`config.mk`:
```
export PLATFORM = sky130hd
export DESIGN_NAME = button_gesture_detector_top
export DESIGN_NICKNAME = d
export VERILOG_FILES = /design/src/hw/rtl/bgd_pkg.sv /design/src/hw/rtl/bgd_core.sv /design/src/hw/rtl/button_gesture_detector_top.sv
export SDC_FILE = /design/constraint.sdc
export NUM_CORES = 1
export LEC_CHECK = 0
export ABC_AREA = 1
export BUFFER_PORTS_ARGS = -buffer_cell sky130_fd_sc_hd__buf_2
export CAP_MARGIN = 20
export CORE_MARGIN = 5
export CORE_UTILIZATION = 40
export DETAILED_ROUTE_END_ITERATION = 8
export HOLD_SLACK_MARGIN = 0.03
export PLACE_DENSITY_LB_ADDON = 0.05
export SETUP_SLACK_MARGIN = 0.15
export SLEW_MARGIN = 20
export SYNTH_ARGS = -nofsm -noshare
export SYNTH_HDL_FRONTEND = slang
export SYNTH_HIERARCHICAL = 1
export SYNTH_SLANG_ARGS = --single-unit
```
`constraint.sdc`:
```
create_clock -name clock -period 4.03 [get_ports clock]
set_input_delay 0.2015 -clock clock [delete_from_list [all_inputs] [get_ports clock]]
set_output_delay 0.2015 -clock clock [all_outputs]
set_load 0.01 [all_outputs]
```
`src/hw/rtl/bgd_pkg.sv`:
```
`default_nettype none

package bgd_pkg;

   typedef enum logic [2:0] {
      GESTURE_NONE   = 3'd0,
      GESTURE_SHORT  = 3'd1,
      GESTURE_DOUBLE = 3'd2,
      GESTURE_TRIPLE = 3'd3,
      GESTURE_LONG1  = 3'd4,
      GESTURE_LONG2  = 3'd5
   } gesture_type;

   typedef enum logic [1:0] {
      CSR_DEBOUNCE    = 2'd0,
      CSR_CLICK_WIN   = 2'd1,
      CSR_LONG_FIRST  = 2'd2,
      CSR_LONG_SECOND = 2'd3
   } csr_index_type;

   localparam int unsigned CFG_WIDTH = 16;
   localparam int unsigned DT_WIDTH  = 16;

   localparam logic [CFG_WIDTH-1:0] DEBOUNCE_RESET    = 16'd50;
   localparam logic [CFG_WIDTH-1:0] CLICK_WIN_RESET   = 16'd400;
   localparam logic [CFG_WIDTH-1:0] LONG_FIRST_RESET  = 16'd2000;
   localparam logic [CFG_WIDTH-1:0] LONG_SECOND_RESET = 16'd5000;

   // single-bit and tally state of the detector
   typedef struct packed {
      logic       candidate_level;
      logic       stable_level;
      logic       first_long_sent;
      logic       second_long_sent;
      logic       clicks_waiting;
      logic [1:0] click_tally;
   } flags_type;

endpackage

`default_nettype wire

```
`src/hw/rtl/bgd_core.sv`:
```
`default_nettype none

module bgd_core #(
   parameter int unsigned TIME_WIDTH = 16
) (
   input  wire logic [bgd_pkg::CFG_WIDTH-1:0] debounce_time,
   input  wire logic [bgd_pkg::CFG_WIDTH-1:0] click_window,
   input  wire logic [bgd_pkg::CFG_WIDTH-1:0] long_hold_first,
   input  wire logic [bgd_pkg::CFG_WIDTH-1:0] long_hold_second,
   input  wire logic                          raw_level,
   input  wire logic [bgd_pkg::DT_WIDTH-1:0]  elapsed_time,
   input  wire bgd_pkg::flags_type            flags_cur,
   input  wire logic [TIME_WIDTH-1:0]         candidate_time_cur,
   input  wire logic [TIME_WIDTH-1:0]         held_time_cur,
   input  wire logic [TIME_WIDTH-1:0]         release_time_cur,
   output bgd_pkg::flags_type                 flags_nxt,
   output logic [TIME_WIDTH-1:0]              candidate_time_nxt,
   output logic [TIME_WIDTH-1:0]              held_time_nxt,
   output logic [TIME_WIDTH-1:0]              release_time_nxt,
   output bgd_pkg::gesture_type               gesture
);

   // wide enough for a saturating sum and for second threshold of first + 1
   localparam int unsigned W = (TIME_WIDTH + 1 > bgd_pkg::CFG_WIDTH + 1) ?
                               TIME_WIDTH + 1 : bgd_pkg::CFG_WIDTH + 1;
   localparam logic [W-1:0] TMAX_W = {{(W-TIME_WIDTH){1'b0}}, {TIME_WIDTH{1'b1}}};

   logic [W-1:0]          dt_w;
   logic [W-1:0]          dt_sat;
   logic [W-1:0]          deb_w;
   logic [W-1:0]          win_w;
   logic [W-1:0]          first_w;
   logic [W-1:0]          second_raw_w;
   logic [W-1:0]          second_w;
   logic [TIME_WIDTH-1:0] rel_sum;

   function automatic logic [TIME_WIDTH-1:0] sat_add(input logic [W-1:0] a,
                                                      input logic [W-1:0] b);
      logic [W-1:0] s;
      s = a + b;
      return (s > TMAX_W) ? TMAX_W[TIME_WIDTH-1:0] : s[TIME_WIDTH-1:0];
   endfunction

   function automatic logic [W-1:0] at_least_one(input logic [bgd_pkg::CFG_WIDTH-1:0] v);
      return (v == '0) ? W'(1) : W'(v);
   endfunction

   assign dt_w         = W'(elapsed_time);
   assign dt_sat       = (dt_w > TMAX_W) ? TMAX_W : dt_w;
   assign deb_w        = at_least_one(debounce_time);
   assign win_w        = at_least_one(click_window);
   assign first_w      = at_least_one(long_hold_first);
   assign second_raw_w = W'(long_hold_second);
   assign second_w     = (second_raw_w > first_w) ? second_raw_w : first_w + W'(1);
   assign rel_sum      = sat_add(W'(release_time_cur), dt_sat);

   always_comb begin
      flags_nxt          = flags_cur;
      candidate_time_nxt = candidate_time_cur;
      held_time_nxt      = held_time_cur;
      release_time_nxt   = release_time_cur;
      gesture            = bgd_pkg::GESTURE_NONE;

      if (elapsed_time != '0) begin
         flags_nxt.candidate_level = raw_level;
         if (raw_level != flags_cur.candidate_level) begin
            candidate_time_nxt = dt_sat[TIME_WIDTH-1:0];
         end else begin
            candidate_time_nxt = sat_add(W'(candidate_time_cur), dt_sat);
         end

         if (raw_level != flags_cur.stable_level && W'(candidate_time_nxt) >= deb_w) begin
            flags_nxt.stable_level = raw_level;
            if (raw_level) begin
               // debounced press
               held_time_nxt              = '0;
               flags_nxt.first_long_sent  = 1'b0;
               flags_nxt.second_long_sent = 1'b0;
            end else if (!flags_cur.first_long_sent && held_time_cur != '0) begin
               release_time_nxt = '0;
               if (flags_cur.click_tally == 2'd2) begin
                  // third click reports at once
                  flags_nxt.clicks_waiting = 1'b0;
                  flags_nxt.click_tally    = 2'd0;
                  gesture                  = bgd_pkg::GESTURE_TRIPLE;
               end else begin
                  flags_nxt.clicks_waiting = 1'b1;
                  flags_nxt.click_tally    = flags_cur.click_tally + 2'd1;
               end
            end else begin
               // release after long press or with no hold time
               flags_nxt.clicks_waiting = 1'b0;
               flags_nxt.click_tally    = 2'd0;
               release_time_nxt         = '0;
            end
         end else if (flags_cur.stable_level) begin
            held_time_nxt = sat_add(W'(held_time_cur), dt_sat);
            if (!flags_cur.first_long_sent && W'(held_time_nxt) >= first_w) begin
               flags_nxt.first_long_sent = 1'b1;
               flags_nxt.clicks_waiting  = 1'b0;
               flags_nxt.click_tally     = 2'd0;
               release_time_nxt          = '0;
               gesture                   = bgd_pkg::GESTURE_LONG1;
            end else if (!flags_cur.second_long_sent && W'(held_time_nxt) >= second_w) begin
               flags_nxt.second_long_sent = 1'b1;
               gesture                    = bgd_pkg::GESTURE_LONG2;
            end
         end else if (flags_cur.clicks_waiting && !raw_level) begin
            if (W'(rel_sum) >= win_w) begin
               gesture = (flags_cur.click_tally == 2'd2) ? bgd_pkg::GESTURE_DOUBLE
                                                         : bgd_pkg::GESTURE_SHORT;
               flags_nxt.clicks_waiting = 1'b0;
               flags_nxt.click_tally    = 2'd0;
               release_time_nxt         = '0;
            end else begin
               release_time_nxt = rel_sum;
            end
         end
      end
   end

endmodule

`default_nettype wire

```
`src/hw/rtl/button_gesture_detector_top.sv`:
```
// path: an accepted request goes into the input register, then the state update
//   writes the result register; a stall on rsp_ready can hold it between the two
// throughput: one request per cycle while rsp_ready does not stall the result register
// reset: synchronous, active high; clears all detector state and both valid
//   flags and restores the default configuration values
`default_nettype none

module button_gesture_detector_top #(
   parameter int unsigned TIME_WIDTH = 16
) (
   input  wire logic                          clock,
   input  wire logic                          reset,
   input  wire logic                          req_valid,
   output logic                               req_ready,
   input  wire logic                          req_raw_level,
   input  wire logic [bgd_pkg::DT_WIDTH-1:0]  req_elapsed_time,
   output logic                               rsp_valid,
   input  wire logic                          rsp_ready,
   output logic [2:0]                         rsp_gesture,
   input  wire logic                          csr_we,
   input  wire logic [1:0]                    csr_index,
   input  wire logic [bgd_pkg::CFG_WIDTH-1:0] csr_wdata
);

   logic [bgd_pkg::CFG_WIDTH-1:0] debounce_ff;
   logic [bgd_pkg::CFG_WIDTH-1:0] click_win_ff;
   logic [bgd_pkg::CFG_WIDTH-1:0] long_first_ff;
   logic [bgd_pkg::CFG_WIDTH-1:0] long_second_ff;

   logic                          in_valid_ff;
   logic                          raw_ff;
   logic [bgd_pkg::DT_WIDTH-1:0]  dt_ff;

   bgd_pkg::flags_type            flags_ff;
   bgd_pkg::flags_type            flags_in;
   logic [TIME_WIDTH-1:0]         cand_time_ff;
   logic [TIME_WIDTH-1:0]         cand_time_in;
   logic [TIME_WIDTH-1:0]         held_time_ff;
   logic [TIME_WIDTH-1:0]         held_time_in;
   logic [TIME_WIDTH-1:0]         rel_time_ff;
   logic [TIME_WIDTH-1:0]         rel_time_in;

   logic                          rsp_valid_ff;
   bgd_pkg::gesture_type          gesture_ff;
   bgd_pkg::gesture_type          gesture_in;

   logic                          advance;
   logic                          step;

   assign advance   = rsp_ready || !rsp_valid_ff;
   assign req_ready = !in_valid_ff || advance;
   assign step      = in_valid_ff && advance;

   assign rsp_valid   = rsp_valid_ff;
   assign rsp_gesture = gesture_ff;

   always_ff @(posedge clock) begin
      if (reset) begin
         debounce_ff    <= bgd_pkg::DEBOUNCE_RESET;
         click_win_ff   <= bgd_pkg::CLICK_WIN_RESET;
         long_first_ff  <= bgd_pkg::LONG_FIRST_RESET;
         long_second_ff <= bgd_pkg::LONG_SECOND_RESET;
      end else if (csr_we) begin
         unique case (bgd_pkg::csr_index_type'(csr_index))
            bgd_pkg::CSR_DEBOUNCE:    debounce_ff    <= csr_wdata;
            bgd_pkg::CSR_CLICK_WIN:   click_win_ff   <= csr_wdata;
            bgd_pkg::CSR_LONG_FIRST:  long_first_ff  <= csr_wdata;
            bgd_pkg::CSR_LONG_SECOND: long_second_ff <= csr_wdata;
            default: ;
         endcase
      end
   end

   // request register
   always_ff @(posedge clock) begin
      if (reset) begin
         in_valid_ff <= 1'b0;
      end else if (req_ready) begin
         in_valid_ff <= req_valid;
      end
   end

   always_ff @(posedge clock) begin
      if (req_valid && req_ready) begin
         raw_ff <= req_raw_level;
         dt_ff  <= req_elapsed_time;
      end
   end

   bgd_core #(
      .TIME_WIDTH(TIME_WIDTH)
   ) u_core (
      .debounce_time      (debounce_ff),
      .click_window       (click_win_ff),
      .long_hold_first    (long_first_ff),
      .long_hold_second   (long_second_ff),
      .raw_level          (raw_ff),
      .elapsed_time       (dt_ff),
      .flags_cur          (flags_ff),
      .candidate_time_cur (cand_time_ff),
      .held_time_cur      (held_time_ff),
      .release_time_cur   (rel_time_ff),
      .flags_nxt          (flags_in),
      .candidate_time_nxt (cand_time_in),
      .held_time_nxt      (held_time_in),
      .release_time_nxt   (rel_time_in),
      .gesture            (gesture_in)
   );

   always_ff @(posedge clock) begin
      if (reset) begin
         flags_ff     <= '0;
         cand_time_ff <= '0;
         held_time_ff <= '0;
         rel_time_ff  <= '0;
      end else if (step) begin
         flags_ff     <= flags_in;
         cand_time_ff <= cand_time_in;
         held_time_ff <= held_time_in;
         rel_time_ff  <= rel_time_in;
      end
   end

   // result register
   always_ff @(posedge clock) begin
      if (reset) begin
         rsp_valid_ff <= 1'b0;
      end else if (advance) begin
         rsp_valid_ff <= in_valid_ff;
      end
   end

   always_ff @(posedge clock) begin
      if (step) begin
         gesture_ff <= gesture_in;
      end
   end

`ifndef SYNTHESIS
   // idle click state carries no tally or window time
   assert property (@(posedge clock) disable iff (reset)
      !flags_ff.clicks_waiting |-> (flags_ff.click_tally == 2'd0 && rel_time_ff == '0))
      else $error("click tally or window time set with no clicks waiting");

   // the third click always reports at once, so the tally never reaches three
   assert property (@(posedge clock) disable iff (reset)
      flags_ff.click_tally != 2'd3)
      else $error("click tally reached three");

   // the second long press can only follow the first
   assert property (@(posedge clock) disable iff (reset)
      flags_ff.second_long_sent |-> flags_ff.first_long_sent)
      else $error("second long press sent before the first");

   // a result appears only after a request was stepped
   assert property (@(posedge clock) disable iff (reset)
      $rose(rsp_valid_ff) |-> $past(step))
      else $error("result valid without a stepped request");
`endif

endmodule

`default_nettype wire
```
==> results.txt <==
number of global-route vias before repair = 12.5k
unrepaired setup endpoints after global routing = yes
CP peak stage delay = 0.46 ns
period utilization = 99.8%
Max Slew Vio Count = 0
post-synthesis register bit count = 141
clock power share = 28.2%
GR Util met3 = 3.83%
Worst path most repeated cell = buf_6
Clock Latency Late Sink = 0.45 ns
Yosys cell types = 54
DP HPWL = 31900 µm
ant diodes = 0
fraction of layout cells with a size suffix above 1 = 24.3%
synth cell count leaders = nand2_1 (558), inv_1 (264), nor2_1 (220), a21oi_1 (158), nand3_1 (147)
clock skew = 0.00884 ns
share of power burned in registers = 27.7%
CTS HTree Levels = 4
worst vdd ir = 0.341 mV
final setup vio count = 0
Row Count = 64
# clock sinks = 141
area grow syn2layout = 32.9%
switching power = 2.24 mW
worst-margin pin slew = 1.03 ns
Total GRT Usage = 24.6%
Post-Synthesis Cells = 1988
crit start category = register
total I/O pin count = 45
GR Util met2 = 39.1%
Synth area leader = dfxtp_1
Power Total = 5.89 mW
Clock transition at path regs = 0.07 ns
synth top area cells = dfxtp_1 (19%), nand2_1 (17%), ha_1 (13%), inv_1 (7.9%), nor2_1 (6.6%)
Hold Vio Cnt, Final = 0
Min-Delay Path Class = in -> reg
Final min period = 4.02 ns
DIE WIDTH = 187 µm
Root Driver = clkbuf_16
WP data required = 4.42 ns
DRT Pass-1 Iters = 5
Initial Util = 40.6%
top-count cell post-synth = nand2_1
Most Crowded Layer GR = met2
CTS Buf Count = 17
CTS tree = built
initial antenna violation count = 0
antenna viol nets, final = 0
RePlAce Congestion = 0.924
total congestion overflow = 0
EDFF count, synth = 20
GR Util met1 = 34.9%
Post-Syn Area per Cell = 6.28 µm²
largest net degree at the start of global routing = 88
via/cell ratio = 5.15
DR vias = 13.5k
worst rel slew slack = 31.1%
Critical Path Fanout Max = 7
Switching Share = 38.1%
Fin Setup TNS = 0 ns
endpoint type of the worst setup path = register
fill count = 3073
Post-Route WL = 44100 µm
Max clock buf depth = 2
# nets final = 2376
Mapped Nets = 2159
Gate power share = 44.1%
delay-heaviest family, CP = simple AND/OR/NAND/NOR gates
Synth top area share = 19.4%
drt wl/cell = 16.9 µm
crit path max-delay cell type = edfxtp_1
Maximum Capacitance Violations = 0
global-route wire length before repair = 69300 µm
IO Port Bufs = 44
Initial DRC Count = 820
Die H = 187 µm
DIE AREA = 0.0349 mm²
ys flop type = dfxtp_1
Yosys warning count = 6
fmax = 0.249 GHz
internal power = 3.65 mW
synthesized area = 0.0125 mm²
hold_ws = 0.0650 ns
Synth async-reset ratio = 0%
outcome = complete, no violations
DRC = 0
Crit Path Category = reg -> reg
WP buf/inv = 8
core area = 0.0307 mm²
Leakage = 8.26 nW
WP data arrival = 4.41 ns
sequential area share after synthesis = 24.2%
pwr dens = 355 mW/mm²
## worst min-delay path, delay by kind of cell
| kind | cells | cell delay (ns) |
|---|---|---|
| AND/OR/NAND/NOR | 2 | 0.13 |
| buffers and inverters | 1 | 0.15 |
## metrics by stage
step / util, % / worst slack (ns) / cell area, µm² / std cells
finish: 54.0 / 0.0100 / 16600 / 2614
global route: 54.0 / -0.234 / 16600 / 2614
detailed placement: 45.9 / -0.166 / 14100 / 2514
floorplan: - / 0.370 / 12500 / 1988
CTS: 51.9 / 0.0409 / 16000 / 2601
global placement: 45.9 / -0.132 / 14100 / 2514
## power by group through the flow
stage / combinational [mW] / sequential [mW] / clock [mW]
finish: 2.60 / 1.63 / 1.66
global route: 2.86 / 1.64 / 1.76
CTS: 2.37 / 1.63 / 1.69
detailed placement: 2.04 / 1.65 / 0
global placement: 2.01 / 1.65 / 0
floorplan: 1.32 / 1.62 / 0
## registers in the layout, summed over array words and instances, names as in the netlist
| signal | cells |
|---|---|
| cand_time_ff | 16 |
| click_win_ff | 16 |
| debounce_ff | 16 |
| dt_ff | 16 |
| flags_ff | 7 |
| held_time_ff | 16 |
| in_valid_ff | 1 |
| long_first_ff | 16 |
| long_second_ff | 16 |
| raw_ff | 1 |
| rel_time_ff | 16 |
| rsp_gesture | 3 |
| rsp_valid | 1 |
## cell type report
type                            count  area (µm²)  area share, %
Tap cell                          396         495           2.99
Clock buffer                       25         537           3.23
Inverter                          273        1040           6.27
Sequential cell                   141        3030           18.3
Clock inverter                      7        73.8          0.445
Timing Repair Buffer              277        2250           13.6
Multi-Input combinational cell   1495        9160           55.2
## placed cells by master, fill, tap and decap left out, types with 19 or more instances in the layout
master         synthesis  layout
nand2_2               17      55
nor2_1               220     213
dlygate4sd3_1          0      19
buf_2                 48      45
nand3_1              147     137
a21oi_1              158     131
dfxtp_1              121     116
ha_4                   0      30
buf_4                  5     177
nand2_1              558     507
a21oi_2                5      26
inv_1                264     251
ha_1                 128      95
edfxtp_1              20      20
o21ai_0               74      52
o21ai_1               15      25
buf_6                  2      23
## routing by layer
layer  wire length, µm  up-vias
met3              1950       52
met5                 0        -
li1                  -     6862
met4               978        0
met2             19900      314
met1             21400     6243
## path summary, 6_finish.rpt
check / from / endpoint / slack (ns) / cells after the start
worst min-delay path: csr_wdata[8] / long_second_ff[8] / 0.06 / 3
worst max register to register: dt_ff[3] / held_time_ff[13] / 0.01 / 31
worst min register to register: flags_ff[4] / flags_ff[4] / 0.48 / 2
worst max-delay path: dt_ff[3] / held_time_ff[13] / 0.01 / 31
## cells by family after synthesis
family,Yosys count,share of synthesized area [%]
xor gates and xnor gates,30,2.10
adders and majority gates,131,13.3
and+or+nand+nor,1017,34.3
DFF,141,24.2
buffers and inverters,352,11.5
AOI/OAI and AO/OA,317,14.6
## timing repair
item                                    in CTS  in global routing
pin swaps                                   56                 78
cloned                                       3                  0
endpoints found under the setup margin      40                 41
hold buffers                                19                  0
gates resized for setup                    171                122
setup buffers                               33                 13
hold endpoints to repair                    19                  0
Power figures use the tool's default switching activity.
